**config.mk**
```make
export PLATFORM = sky130hd
export DESIGN_NAME = nixie_bcd_frame_shifter
export DESIGN_NICKNAME = d
export VERILOG_FILES = /design/src/design/nbfs_pkg.sv /design/src/design/nbfs_front.sv /design/src/design/nbfs_queue.sv /design/src/design/nbfs_back.sv /design/src/design/nixie_bcd_frame_shifter.sv
export SDC_FILE = /design/constraint.sdc
export NUM_CORES = 1
export LEC_CHECK = 0
export ABC_AREA = 1
export ABC_CLOCK_PERIOD_IN_PS = 9350
export BUFFER_PORTS_ARGS = -buffer_cell sky130_fd_sc_hd__buf_4
export CAP_MARGIN = 20
export CORE_MARGIN = 5
export CORE_UTILIZATION = 35
export DETAILED_ROUTE_END_ITERATION = 16
export SKIP_CTS_REPAIR_TIMING = 1
export SLEW_MARGIN = 20
export SYNTH_ARGS = -nofsm -noshare
export SYNTH_HDL_FRONTEND = slang
export SYNTH_SLANG_ARGS = --single-unit
export TNS_END_PERCENT = 10
```
**constraint.sdc**
```tcl
create_clock -name clock -period 9.35 [get_ports clock]
set_clock_uncertainty 0.2 [all_clocks]
set_input_delay 1.4025 -clock clock [delete_from_list [all_inputs] [get_ports clock]]
set_output_delay 1.4025 -clock clock [all_outputs]
set_load 0.01 [all_outputs]
```
**src/design/nbfs_pkg.sv**
```systemverilog
// Shared constants, types and helper functions for the nixie BCD frame shifter.
package nbfs_pkg;

   // Default number of BCD digits carried in one frame.
   localparam int DIGIT_COUNT_DEF = 4;

   // Width of the input reading and of its saturated magnitude.
   localparam int READING_W = 28;
   localparam int MAG_W     = 27;

   // Largest magnitude shown on the tubes: 9999.0000 in units of 1/10000.
   localparam logic [MAG_W-1:0] SAT_UNITS = MAG_W'(99990000);

   // Binary to BCD conversion: eight digits, three input bits per cycle.
   localparam int DABBLE_DIGITS = 8;
   localparam int BCD_W         = 4 * DABBLE_DIGITS;
   localparam int BITS_PER_STEP = 3;
   localparam int CONV_STEPS    = MAG_W / BITS_PER_STEP;
   localparam int CONV_CNT_W    = $clog2(CONV_STEPS);

   // Flag byte layout.
   localparam int FLAG_W = 8;
   localparam logic [FLAG_W-1:0] FLAG_NEG      = 8'h80;
   localparam logic [FLAG_W-1:0] FLAG_TEMP     = 8'h40;
   localparam logic [FLAG_W-1:0] FLAG_PRESSURE = 8'h20;
   localparam logic [FLAG_W-1:0] FLAG_HUMIDITY = 8'h10;
   localparam logic [FLAG_W-1:0] FLAG_POINT3   = 8'h01;
   localparam logic [FLAG_W-1:0] FLAG_POINT2   = 8'h02;
   localparam logic [FLAG_W-1:0] FLAG_POINT1   = 8'h04;

   // Measurement mode codes.
   typedef enum logic [1:0] {
      MODE_TEMP     = 2'd0,
      MODE_PRESSURE = 2'd1,
      MODE_HUMIDITY = 2'd2,
      MODE_NONE     = 2'd3
   } nbfs_mode_type;

   // One double-dabble step: correct every digit of five or more, then shift in a bit.
   function automatic logic [BCD_W-1:0] dabble_step(input logic [BCD_W-1:0] bcd,
                                                     input logic din);
      logic [BCD_W-1:0] adj;
      adj = bcd;
      for (int d = 0; d < DABBLE_DIGITS; d++) begin
         if (bcd[4*d +: 4] >= 4'd5) begin
            adj[4*d +: 4] = bcd[4*d +: 4] + 4'd3;
         end
      end
      return {adj[BCD_W-2:0], din};
   endfunction

endpackage

```
**src/design/nbfs_front.sv**
```systemverilog
// Front end: takes readings, converts the magnitude to BCD and builds the frame.
module nbfs_front #(
   parameter int DIGIT_COUNT = nbfs_pkg::DIGIT_COUNT_DEF,
   parameter int FRAME_BITS  = 8 + 4 * DIGIT_COUNT
) (
   input  logic                                     clock,
   input  logic                                     reset,
   input  logic                                     req_valid,
   output logic                                     req_stall,
   input  logic signed [nbfs_pkg::READING_W-1:0]    req_reading,
   input  logic [1:0]                               req_mode,
   output logic                                     push_valid,
   input  logic                                     push_ready,
   output logic [FRAME_BITS-1:0]                    push_frame
);
   import nbfs_pkg::*;

   localparam int BCD_OUT_W = 4 * DIGIT_COUNT;

   // Holding register for one accepted transaction.
   logic                        pend_valid_ff, pend_valid_in;
   logic [READING_W-1:0]        pend_reading_ff;
   nbfs_mode_type               pend_mode_ff;

   // Converter state.
   logic                        conv_active_ff, conv_active_in;
   logic                        conv_done_ff, conv_done_in;
   logic [CONV_CNT_W-1:0]       conv_cnt_ff, conv_cnt_in;
   logic [MAG_W-1:0]            bin_ff, bin_in;
   logic [BCD_W-1:0]            bcd_ff, bcd_in;
   logic                        neg_ff;
   nbfs_mode_type               mode_ff;

   logic                        accept;
   logic                        start;
   logic                        push;
   logic                        conv_last;
   logic [READING_W-1:0]        mag_full;
   logic [MAG_W-1:0]            mag_sat;
   logic [BCD_W-1:0]            bcd_step;
   logic [1:0]                  lead_zeros;
   logic [BCD_W-1:0]            bcd_aligned;
   logic                        int_nonzero;
   logic [FLAG_W-1:0]           flags;

   // Handshake on the input side.
   assign push      = conv_done_ff & push_ready;
   assign start     = pend_valid_ff & ~conv_active_ff & (~conv_done_ff | push_ready);
   assign req_stall = pend_valid_ff & ~start;
   assign accept    = req_valid & ~req_stall;
   assign pend_valid_in = accept | (pend_valid_ff & ~start);

   always_ff @(posedge clock) begin
      if (reset) begin
         pend_valid_ff <= 1'b0;
      end else begin
         pend_valid_ff <= pend_valid_in;
      end
      if (accept) begin
         pend_reading_ff <= req_reading;
         pend_mode_ff    <= nbfs_mode_type'(req_mode);
      end
   end

   // Magnitude of the reading, saturated at 9999.0000.
   always_comb begin
      mag_full = pend_reading_ff[READING_W-1] ? (READING_W'(0) - pend_reading_ff)
                                              : pend_reading_ff;
      if (mag_full > {1'b0, SAT_UNITS}) begin
         mag_sat = SAT_UNITS;
      end else begin
         mag_sat = mag_full[MAG_W-1:0];
      end
   end

   // Three double-dabble steps per cycle.
   always_comb begin
      bcd_step = bcd_ff;
      for (int j = 0; j < BITS_PER_STEP; j++) begin
         bcd_step = dabble_step(bcd_step, bin_ff[MAG_W-1-j]);
      end
   end

   assign conv_last = (conv_cnt_ff == CONV_CNT_W'(CONV_STEPS - 1));

   // Converter sequencing.
   always_comb begin
      conv_active_in = conv_active_ff;
      conv_done_in   = conv_done_ff & ~push;
      conv_cnt_in    = conv_cnt_ff;
      bin_in         = bin_ff;
      bcd_in         = bcd_ff;
      if (start) begin
         conv_active_in = 1'b1;
         conv_cnt_in    = '0;
         bin_in         = mag_sat;
         bcd_in         = '0;
      end else if (conv_active_ff) begin
         bin_in      = bin_ff << BITS_PER_STEP;
         bcd_in      = bcd_step;
         conv_cnt_in = conv_cnt_ff + CONV_CNT_W'(1);
         if (conv_last) begin
            conv_active_in = 1'b0;
            conv_done_in   = 1'b1;
         end
      end
   end

   always_ff @(posedge clock) begin
      if (reset) begin
         conv_active_ff <= 1'b0;
         conv_done_ff   <= 1'b0;
         conv_cnt_ff    <= '0;
      end else begin
         conv_active_ff <= conv_active_in;
         conv_done_ff   <= conv_done_in;
         conv_cnt_ff    <= conv_cnt_in;
      end
      bin_ff <= bin_in;
      bcd_ff <= bcd_in;
      if (start) begin
         neg_ff  <= pend_reading_ff[READING_W-1];
         mode_ff <= pend_mode_ff;
      end
   end

   // Drop leading zeros of the integer part, keeping at least one digit.
   always_comb begin
      priority if (bcd_ff[31:28] != 4'd0) begin
         lead_zeros = 2'd0;
      end else if (bcd_ff[27:24] != 4'd0) begin
         lead_zeros = 2'd1;
      end else if (bcd_ff[23:20] != 4'd0) begin
         lead_zeros = 2'd2;
      end else begin
         lead_zeros = 2'd3;
      end
      bcd_aligned = bcd_ff << {lead_zeros, 2'b00};
      int_nonzero = (bcd_ff[31:16] != 16'd0);
   end

   // Flag byte: sign, mode lamp and decimal point position.
   always_comb begin
      flags = '0;
      if (neg_ff) begin
         flags = flags | FLAG_NEG;
      end
      unique case (mode_ff)
         MODE_TEMP:     flags = flags | FLAG_TEMP;
         MODE_PRESSURE: flags = flags | FLAG_PRESSURE;
         MODE_HUMIDITY: flags = flags | FLAG_HUMIDITY;
         MODE_NONE:     flags = flags;
         default:       flags = flags;
      endcase
      if (int_nonzero) begin
         unique case (lead_zeros)
            2'd1:    flags = flags | FLAG_POINT3;
            2'd2:    flags = flags | FLAG_POINT2;
            2'd3:    flags = flags | FLAG_POINT1;
            default: flags = flags;
         endcase
      end
   end

   assign push_valid = conv_done_ff;
   assign push_frame = {flags, bcd_aligned[BCD_W-1 -: BCD_OUT_W]};

endmodule

```
**src/design/nbfs_queue.sv**
```systemverilog
// Two-entry frame queue between the front end and the serializer.
module nbfs_queue #(
   parameter int FRAME_BITS = 8 + 4 * nbfs_pkg::DIGIT_COUNT_DEF
) (
   input  logic                  clock,
   input  logic                  reset,
   input  logic                  push_valid,
   output logic                  push_ready,
   input  logic [FRAME_BITS-1:0] push_frame,
   output logic                  pop_valid,
   input  logic                  pop,
   output logic [FRAME_BITS-1:0] pop_frame
);
   import nbfs_pkg::*;

   logic [FRAME_BITS-1:0] entry_ff [2];
   logic                  wr_ptr_ff, wr_ptr_in;
   logic                  rd_ptr_ff, rd_ptr_in;
   logic [1:0]            count_ff, count_in;
   logic                  do_push;
   logic                  do_pop;

   assign push_ready = (count_ff != 2'd2);
   assign pop_valid  = (count_ff != 2'd0);
   assign pop_frame  = entry_ff[rd_ptr_ff];
   assign do_push    = push_valid & push_ready;
   assign do_pop     = pop & pop_valid;

   // Pointer and occupancy update.
   always_comb begin
      wr_ptr_in = wr_ptr_ff ^ do_push;
      rd_ptr_in = rd_ptr_ff ^ do_pop;
      count_in  = count_ff + {1'b0, do_push} - {1'b0, do_pop};
   end

   always_ff @(posedge clock) begin
      if (reset) begin
         wr_ptr_ff <= 1'b0;
         rd_ptr_ff <= 1'b0;
         count_ff  <= 2'd0;
      end else begin
         wr_ptr_ff <= wr_ptr_in;
         rd_ptr_ff <= rd_ptr_in;
         count_ff  <= count_in;
      end
      if (do_push) begin
         entry_ff[wr_ptr_ff] <= push_frame;
      end
   end

endmodule

```
**src/design/nbfs_back.sv**
```systemverilog
// Serializer: shifts each frame out MSB first through the output register.
module nbfs_back #(
   parameter int FRAME_BITS = 8 + 4 * nbfs_pkg::DIGIT_COUNT_DEF
) (
   input  logic                  clock,
   input  logic                  reset,
   input  logic                  pop_valid,
   output logic                  pop,
   input  logic [FRAME_BITS-1:0] pop_frame,
   output logic                  rsp_valid,
   input  logic                  rsp_stall,
   output logic                  rsp_data_bit,
   output logic [4:0]            rsp_bit_index,
   output logic                  rsp_latch_after
);
   import nbfs_pkg::*;

   localparam int IDX_W = ($clog2(FRAME_BITS) > 5) ? $clog2(FRAME_BITS) : 5;
   localparam logic [IDX_W-1:0] LAST_IDX = IDX_W'(FRAME_BITS - 1);

   logic                  active_ff, active_in;
   logic [FRAME_BITS-1:0] shift_ff, shift_in;
   logic [IDX_W-1:0]      idx_ff, idx_in;
   logic                  rsp_valid_ff, rsp_valid_in;
   logic                  data_bit_ff;
   logic [4:0]            bit_index_ff;
   logic                  latch_after_ff;

   logic                  advance;
   logic                  emit;
   logic [FRAME_BITS-1:0] cur_frame;
   logic [IDX_W-1:0]      cur_idx;

   // The output register moves when it is empty or its transaction is taken.
   assign advance   = ~rsp_valid_ff | ~rsp_stall;
   assign cur_frame = active_ff ? shift_ff : pop_frame;
   assign cur_idx   = active_ff ? idx_ff : '0;
   assign emit      = advance & (active_ff | pop_valid);
   assign pop       = emit & ~active_ff;

   // Next bit of the current frame, or the first bit of the queued one.
   always_comb begin
      active_in    = active_ff;
      shift_in     = shift_ff;
      idx_in       = idx_ff;
      rsp_valid_in = rsp_valid_ff & rsp_stall;
      if (emit) begin
         rsp_valid_in = 1'b1;
         shift_in     = cur_frame << 1;
         idx_in       = cur_idx + IDX_W'(1);
         active_in    = (cur_idx != LAST_IDX);
      end
   end

   always_ff @(posedge clock) begin
      if (reset) begin
         active_ff    <= 1'b0;
         idx_ff       <= '0;
         rsp_valid_ff <= 1'b0;
      end else begin
         active_ff    <= active_in;
         idx_ff       <= idx_in;
         rsp_valid_ff <= rsp_valid_in;
      end
      shift_ff <= shift_in;
      if (emit) begin
         data_bit_ff    <= cur_frame[FRAME_BITS-1];
         bit_index_ff   <= cur_idx[4:0];
         latch_after_ff <= (cur_idx == LAST_IDX);
      end
   end

   assign rsp_valid       = rsp_valid_ff;
   assign rsp_data_bit    = data_bit_ff;
   assign rsp_bit_index   = bit_index_ff;
   assign rsp_latch_after = latch_after_ff;

endmodule

```
**src/design/nixie_bcd_frame_shifter.sv**
```systemverilog
// Top level of the nixie BCD frame shifter: front end, frame queue and serializer.
//
// Each accepted reading (signed, in units of 1/10000, magnitude clipped at 9999.0000)
// becomes one frame of 8 + 4*DIGIT_COUNT bits (24 by default): a flag byte with sign,
// mode lamp and decimal point, followed by the leading BCD digits of the value. The
// frame leaves one bit per transaction, MSB first, with latch_after set on the last bit.
// The serializer sets the pace: while rsp_stall is low and the queue holds a frame, frames
// follow each other without a gap. The front end handles each reading in steps (capture,
// a binary to BCD conversion at three bits per cycle, and the queue push) and works on
// the next reading while a two-frame queue feeds the serializer. A reading passes the
// holding register, the converter, the queue and the output register before its first bit leaves.
module nixie_bcd_frame_shifter #(
   parameter int DIGIT_COUNT = nbfs_pkg::DIGIT_COUNT_DEF
) (
   input  logic                                  clock,
   input  logic                                  reset,
   input  logic                                  req_valid,
   output logic                                  req_stall,
   input  logic signed [nbfs_pkg::READING_W-1:0] req_reading,
   input  logic [1:0]                            req_mode,
   output logic                                  rsp_valid,
   input  logic                                  rsp_stall,
   output logic                                  rsp_data_bit,
   output logic [4:0]                            rsp_bit_index,
   output logic                                  rsp_latch_after
);
   import nbfs_pkg::*;

   localparam int FRAME_BITS = FLAG_W + 4 * DIGIT_COUNT;

   logic                  push_valid;
   logic                  push_ready;
   logic [FRAME_BITS-1:0] push_frame;
   logic                  pop_valid;
   logic                  pop;
   logic [FRAME_BITS-1:0] pop_frame;

   // Conversion and frame assembly.
   nbfs_front #(
      .DIGIT_COUNT (DIGIT_COUNT),
      .FRAME_BITS  (FRAME_BITS)
   ) u_front (
      .clock       (clock),
      .reset       (reset),
      .req_valid   (req_valid),
      .req_stall   (req_stall),
      .req_reading (req_reading),
      .req_mode    (req_mode),
      .push_valid  (push_valid),
      .push_ready  (push_ready),
      .push_frame  (push_frame)
   );

   // Frames waiting for the serializer.
   nbfs_queue #(
      .FRAME_BITS (FRAME_BITS)
   ) u_queue (
      .clock      (clock),
      .reset      (reset),
      .push_valid (push_valid),
      .push_ready (push_ready),
      .push_frame (push_frame),
      .pop_valid  (pop_valid),
      .pop        (pop),
      .pop_frame  (pop_frame)
   );

   // Bit-serial output.
   nbfs_back #(
      .FRAME_BITS (FRAME_BITS)
   ) u_back (
      .clock           (clock),
      .reset           (reset),
      .pop_valid       (pop_valid),
      .pop             (pop),
      .pop_frame       (pop_frame),
      .rsp_valid       (rsp_valid),
      .rsp_stall       (rsp_stall),
      .rsp_data_bit    (rsp_data_bit),
      .rsp_bit_index   (rsp_bit_index),
      .rsp_latch_after (rsp_latch_after)
   );

endmodule
```
==> impl_metrics.json, run 1 <==
{
  "status": "finished, final reports clean",
  "grt_max_degree": 51,
  "worstPathMaxFanout": 38,
  "antenna_found_initial": 1,
  "syn2layout_area_growth_pct": 12.24,
  "crit_path_end_kind": "output port",
  "critPathMaxStageDelay_ps": 990,
  "slew_headroom": 0.3195,
  "synthMuxAreaShare": 0,
  "worstReg2RegStart": "u_front.bcd_ff[25]",
  "synth_top_area_cell": "edfxtp_1",
  "crit_required_ps": 7750,
  "drv_slew": 0,
  "place.gp.congestion": 0.8599,
  "fin_crit_sh": 0.4468,
  "core_mm2": 0.03035,
  "crit_buf_inv": 5,
  "max_freq_mhz": 239.4,
  "worstSetupPathType": "flop to output port",
  "num_vias": 8449,
  "hold_start": "u_front.pend_mode_ff[1]",
  "layout_commonest_cell": "nand2_1",
  "synth_flop_cell": "edfxtp_1",
  "final_cell_mix": "366 x nand2_1, 172 x inv_1, 136 x edfxtp_1",
  "firstDrtPassIters": 5,
  "grt_use_total": 0.1355,
  "layout-drive-gt1-share": 0.08315,
  "synth_nets": 1413,
  "die_area_mm2": 0.03405,
  "multi_input_area_mm2": 0.004763,
  "cp-startpoint": "u_front.conv_active_ff",
  "critPathTopFamily": "flip-flops",
  "synth_top_family_by_area": "simple AND/OR/NAND/NOR gates",
  "drt_iter0_drc": 522,
  "viasPerCell": 4.782,
  "cts.sinks": 186,
  "io_pins": 43,
  "cts_tree": "done",
  "power_mw": 3.993,
  "initial_core_util": 0.3513,
  "fin_area_mm2": 0.01197,
  "syn-instance-count": 1321,
  "htreeDepth": 4,
  "irDropWorstVdd_mv": 0.1890,
  "synth_cell_types": 39,
  "fin_nets": 1450,
  "period_needed_ps": 4178,
  "netlist_area_mm2": 0.01066,
  "crit_arrival_ps": 2580,
  "hp-class": "flop to flop",
  "synth_seq_cells": 186,
  "startpoint_type": "flop",
  "power_density_mw_per_mm2": 333.7,
  "cts_root_buf": "clkbuf_16",
  "leakagePower_nw": 5.237,
  "clkLatencyLatePin_ps": 440,
  "path_common_cell": "buf_4",
  "place_area_mm2": 0.01141,
  "die_h_um": 184.5,
  "num_antenna_cells": 0,
  "tightest_slew_ps": 1019,
  "synth-adder-area-share": 0.06807,
  "maxCapViolCount": 0,
  "synth_xor_area_frac": 0.02957,
  "drc": 0,
  "cp_slowest_cell": "dfxtp_1",
  "die_w_um": 184.5,
  "ys_seq_area_frac": 0.4769,
  "holdWs_ps": 226.7,
  "wl_per_cell_um": 12.98,
  "ys_async_sr_fraction": 0,
  "fin_setup_tns_ps": 0,
  "regArea_mm2": 0.005085,
  "antenna_left": 0,
  "grt-ovfl-total": 0,
  "synthSimpleGateAreaFrac": 0.2225,
  "rows": 64,
  "rsz0062_at_grt": "no",
  "synth_compound_area_frac": 0.1262,
  "fillers": 3067,
  "grt_pass1_wl_um": 37790,
  "finalSetupViolations": 0,
  "drt_wl_total_um": 22930,
  "dp_hpwl_um": 16240,
  "yosysWarnings": 0,
  "synthTopCellsByArea": "edfxtp_1 38%, nand2_1 13%, dfxtp_1 9.4%",
  "clk_pin_slew_worst_paths_ps": 70,
  "hold_viol": 0,
  "grt_pass1_vias": 7823,
  "synth_edf_count": 136,
  "path_cells": "inv_1 > buf_4 > nand3_1 > buf_4 > nand2_1 > inv_1 > buf_4",
  "synth_top_area_frac": 0.3831,
  "cts_made_buffers": 17,
  "port_buffers": 42,
  "clk_path_buf_depth": 2,
  "avgSynthCellArea_um2": 8.071
}
per-layer routing:
metal	vias up	routed length, um	track usage
met4	2	370	0.04170
met1	3864	11330	0.1852
met2	141	10330	0.2156
met3	28	881	0.02980
li1	4414	-	-
met5	-	15	0
cells by family (layout without fill, tap and decap cells):
group / after synthesis / count (layout)
xor gates and xnor gates: 36 / 36
DFF: 186 / 186
adders and majority gates: 58 / 58
AOI/OAI and AO/OA: 248 / 248
and+or+nand+nor: 580 / 580
buffers and inverters: 213 / 263
through the flow:
| stage | setup WS, ps | util | std cells |
|---|---|---|---|
| 6_report | 5172 | 0.3943 | 1767 |
| 5_1_grt | 4888 | 0.3943 | 1767 |
| 4_1_cts | 5099 | 0.3943 | 1767 |
| 3_5_place_dp | 5580 | 0.3758 | 1735 |
| 3_3_place_gp | 5589 | 0.3757 | 1735 |
| 2_1_floorplan | 5692 | - | 1321 |
final timing paths:
kind	end	slack (ps)	cells after the start
worst max-delay path	req_stall	5170	7
worst min-delay path	u_front.mode_ff[1]	230	0
worst max register to register	u_queue.entry_ff[1][7]	5660	12
worst min register to register	u_front.mode_ff[1]	230	0
synth_stat cells, drive strengths merged (2+ instances only):
| library cell | n |
|---|---|
| a21oi | 112 |
| clkinv | 3 |
| edfxtp | 136 |
| buf | 9 |
| dfxtp | 50 |
| o22ai | 2 |
| o21ai | 106 |
| clkbuf | 25 |
| nand4 | 9 |
| nand2 | 371 |
| nand3 | 55 |
| nand3b | 8 |
| ha | 58 |
| o211ai | 10 |
| o221ai | 9 |
| inv | 176 |
| nor3 | 5 |
| a31oi | 2 |
| a211oi | 3 |
| or2 | 4 |
| xor2 | 32 |
| xnor2 | 4 |
| nor2 | 127 |
registers in the layout (all words and copies together), names as in the netlist, 2 cells and up:
signal	flops
u_front.pend_mode_ff	2
u_front.pend_reading_ff	28
u_queue.count_ff	2
u_front.bin_ff	27
u_back.idx_ff	5
u_front.conv_cnt_ff	4
u_front.bcd_ff	32
u_front.mode_ff	2
u_back.rsp_bit_index	5
u_queue.entry_ff	46
u_back.shift_ff	23
cell type report:
cell class,count,share of cell area
inverters,179,0.05615
repair buffers,52,0.03262
flip-flops and latches,186,0.4249
clock buffers,19,0.03701
clock inverters,13,0.009829
multi-input cells,922,0.3981
well taps,396,0.04141
power breakdown:
part / internal [mW] / switching, mW
registers: 1.16 / 0.115
logic: 0.647 / 1.37
clock network: 0.376 / 0.325
worst reg2reg max path, cell delays in order (launching register included):
cell and delay, ps:
dfxtp_1 320, inv_1 160, ha_1 170, inv_1 50, nor2_1 130, inv_1 50, nor2_1 160, inv_1 60
nor2_1 660, clkinv_1 490, nor2_1 730, nand2_1 110, o211ai_1 180
(Power assumes the default switching activity.)
==> run 2: changes to the inputs <==
Settings changed: ABC_AREA 1 to 0, ABC_CLOCK_PERIOD_IN_PS 9350 to 4350.
Clock period 9.35 ns to 4.35 ns, I/O delays scaled along.
==> run 2 against run 1 <==
Wire length decreased by 11%. Highest routed layer is now met4. Worst hold slack got worse by 46 ps. Non-clock buffer count increased by 4. Critical path depth increased by 2. Final cell count decreased by 16%. First-iteration DRC count decreased by 26%. Core utilization increased by 0.11 points. Synthesized area increased by 1.0%.
==> impl_metrics.json, run 2 <==
{
  "status": "finished, final reports clean",
  "cts_made_buffers": 17,
  "die_area_mm2": 0.03439,
  "maxCapViolCount": 0,
  "irDropWorstVdd_mv": 0.3201,
  "utilization": 0.3954,
  "fin_crit_sh": 0.8375,
  "synth_cell_types": 74,
  "tightest_slew_ps": 1079,
  "hp-class": "primary input to flop",
  "grt_max_degree": 58,
  "io_pins": 43,
  "critPathTopFamily": "simple AND/OR/NAND/NOR gates",
  "antenna_left": 0,
  "critPathMaxStageDelay_ps": 520,
  "grt-ovfl-total": 0,
  "clkLatencyLatePin_ps": 440,
  "num_vias": 7455,
  "clkPwrFrac": 0.192,
  "synth_top_area_frac": 0.3791,
  "synthTopCellsByArea": "edfxtp_1 38%, dfxtp_1 9.3%, ha_1 6.7%",
  "synth_common_cells": "136 x edfxtp_1, 77 x nor2_1, 77 x o21ai_0",
  "cp_slowest_cell": "or3b_1",
  "crit_buf_inv": 1,
  "period_needed_ps": 3643,
  "port_buffers": 42,
  "leakagePower_nw": 4.527,
  "ys_async_sr_fraction": 0,
  "fin_setup_tns_ps": 0,
  "cts.sinks": 186,
  "synth_compound_area_frac": 0.1585,
  "p_switching_mw": 3.124,
  "grt_pass1_vias": 7098,
  "holdWs_ps": 180.9,
  "regArea_mm2": 0.005085,
  "htreeDepth": 4,
  "synth_xor_area_frac": 0.04634,
  "grt_use_total": 0.1214,
  "worstSetupPathType": "flop to flop",
  "yosysWarnings": 0,
  "synth_top_area_cell": "edfxtp_1",
  "drt_wl_total_um": 20320,
  "synthSimpleGateAreaFrac": 0.1397,
  "synth_nets": 1143,
  "fillers": 2979,
  "synth_edf_count": 136,
  "syn2layout_area_growth_pct": 11.97,
  "crit_required_ps": 4330,
  "multi_input_area_mm2": 0.005214,
  "reg.largest.list": "u_queue.entry_ff x46, u_front.bcd_ff x32, u_front.pend_reading_ff x28",
  "cts_root_buf": "clkbuf_16",
  "synth-adder-area-share": 0.06736,
  "rows": 64,
  "power_frac_comb": 0.476,
  "die_w_um": 185.4,
  "initial_core_util": 0.3531,
  "viasPerCell": 5.013,
  "clk_path_buf_depth": 2,
  "slew_headroom": 0.2804,
  "max_freq_mhz": 274.5,
  "hold_viol": 0,
  "final_cell_mix": "136 x edfxtp_1, 77 x nor2_1, 76 x o21ai_0",
  "startpoint_type": "flop",
  "layout-drive-gt1-share": 0.1292,
  "path_cells": "inv_1 > ha_1 > or3b_1 > nor4_1 > mux2_2 > o21a_1 > and2_4 > a211oi_4 > a21oi_1",
  "ys_seq_area_frac": 0.4720,
  "cts_tree": "done",
  "crit_path_end_kind": "flop",
  "drc": 0,
  "largest_reg_flops": 46,
  "drv_slew": 0,
  "worstPathMaxFanout": 9,
  "synth_seq_cells": 186,
  "regMostFlops": "u_queue.entry_ff",
  "synth_most_common_cell": "edfxtp_1",
  "grt_pass1_wl_um": 34240,
  "layout_commonest_cell": "edfxtp_1",
  "syn-instance-count": 1051,
  "place.gp.congestion": 0.8413,
  "synth_flop_cell": "edfxtp_1",
  "rsz0062_at_grt": "no",
  "finalSetupViolations": 0,
  "synth_top_family_by_area": "compound AO/OA/AOI/OAI gates",
  "power_mw": 7.915,
  "power_density_mw_per_mm2": 656.1,
  "firstDrtPassIters": 5,
  "drt_iter0_drc": 384,
  "synthMuxAreaShare": 0.07131,
  "wl_per_cell_um": 13.66,
  "seqPwrFrac": 0.332,
  "avgSynthCellArea_um2": 10.25,
  "netlist_area_mm2": 0.01077,
  "antenna_found_initial": 0,
  "die_h_um": 185.4,
  "switching_share": 0.3947,
  "clk_pin_slew_worst_paths_ps": 80,
  "dp_hpwl_um": 14520,
  "num_antenna_cells": 0,
  "fin_nets": 1170,
  "internal_power_mw": 4.791,
  "crit_arrival_ps": 3620,
  "core_mm2": 0.03051
}
run 2: changes by cell type in the layout (fill, tap and decap cells not counted), sizes merged, moves of 19 or more:
cell    previous run  this run
mux2i              0        61
nand3             55         9
nand2b             0        25
nor2             127        77
o21ai            106        87
a21oi            112        74
nor2b              0        19
inv              180        75
xnor2              4        35
nand2            371        75
run 2: power by group through the flow:
stage                     Combinational [mW]  Clock (mW)  Sequential, mW
after floorplan                         3.05           0            2.59
after global placement                  3.69           0            2.66
after detailed placement                3.79           0            2.67
after CTS                               3.81        1.57            2.63
after global routing                    4.28        1.64            2.67
final                                   3.77        1.52            2.63
run 2: worst paths after layout:
| path | startpoint | end | slack (ps) | depth (start not counted) |
|---|---|---|---|---|
| hold / removal | req_mode[1] | u_front.pend_mode_ff[1] | 180 | 1 |
| hold reg to reg | u_front.pend_mode_ff[0] | u_front.mode_ff[0] | 220 | 0 |
| setup / recovery | u_front.pend_reading_ff[1] | u_front.bin_ff[9] | 710 | 9 |
| setup reg to reg | u_front.pend_reading_ff[1] | u_front.bin_ff[9] | 710 | 9 |
run 2: per-layer routing:
layer / up-vias / wire (um) / track usage
met1: 3476 / 9890 / 0.1645
met2: 112 / 9520 / 0.1965
met3: 19 / 659 / 0.02474
li1: 3848 / - / -
met4: 0 / 246 / 0.03641
met5: - / 0 / 0
run 2: logic make-up (layout without fill, tap and decap cells):
kind of cell               Yosys count  count (layout)
and+or+nand+nor                    288             288
AOI/OAI and AO/OA                  268             268
DFF                                186             186
buffers and inverters              119             159
muxes                               75              75
adders and majority gates           58              58
xor gates and xnor gates            57              57
run 2: layout make-up:
class / instances / area share
multi-input combinational: 746 / 0.4322
tap: 396 / 0.04107
sequential: 186 / 0.4215
timing repair buffer: 56 / 0.03485
clock inverter: 14 / 0.01265
clock buffer: 18 / 0.03558
inverter: 71 / 0.02209
run 2: worst register-to-register path: stages, from the launching register on:
cell and delay [ps]:
edfxtp_1 490, inv_1 130, ha_1 260, or3b_1 520, nor4_1 360, mux2_2 380
o21a_1 320, and2_4 220, a211oi_4 360, a21oi_1 130
run 2: through the flow:
stage / instances / setup slack, ps / area (um^2)
finish: 1487 / 706.7 / 12060
global route: 1487 / 462.9 / 12060
CTS: 1487 / 737.2 / 12060
detailed placement: 1455 / 757.4 / 11480
global placement: 1455 / 827.6 / 11480
floorplan: 1051 / 1052 / 10770
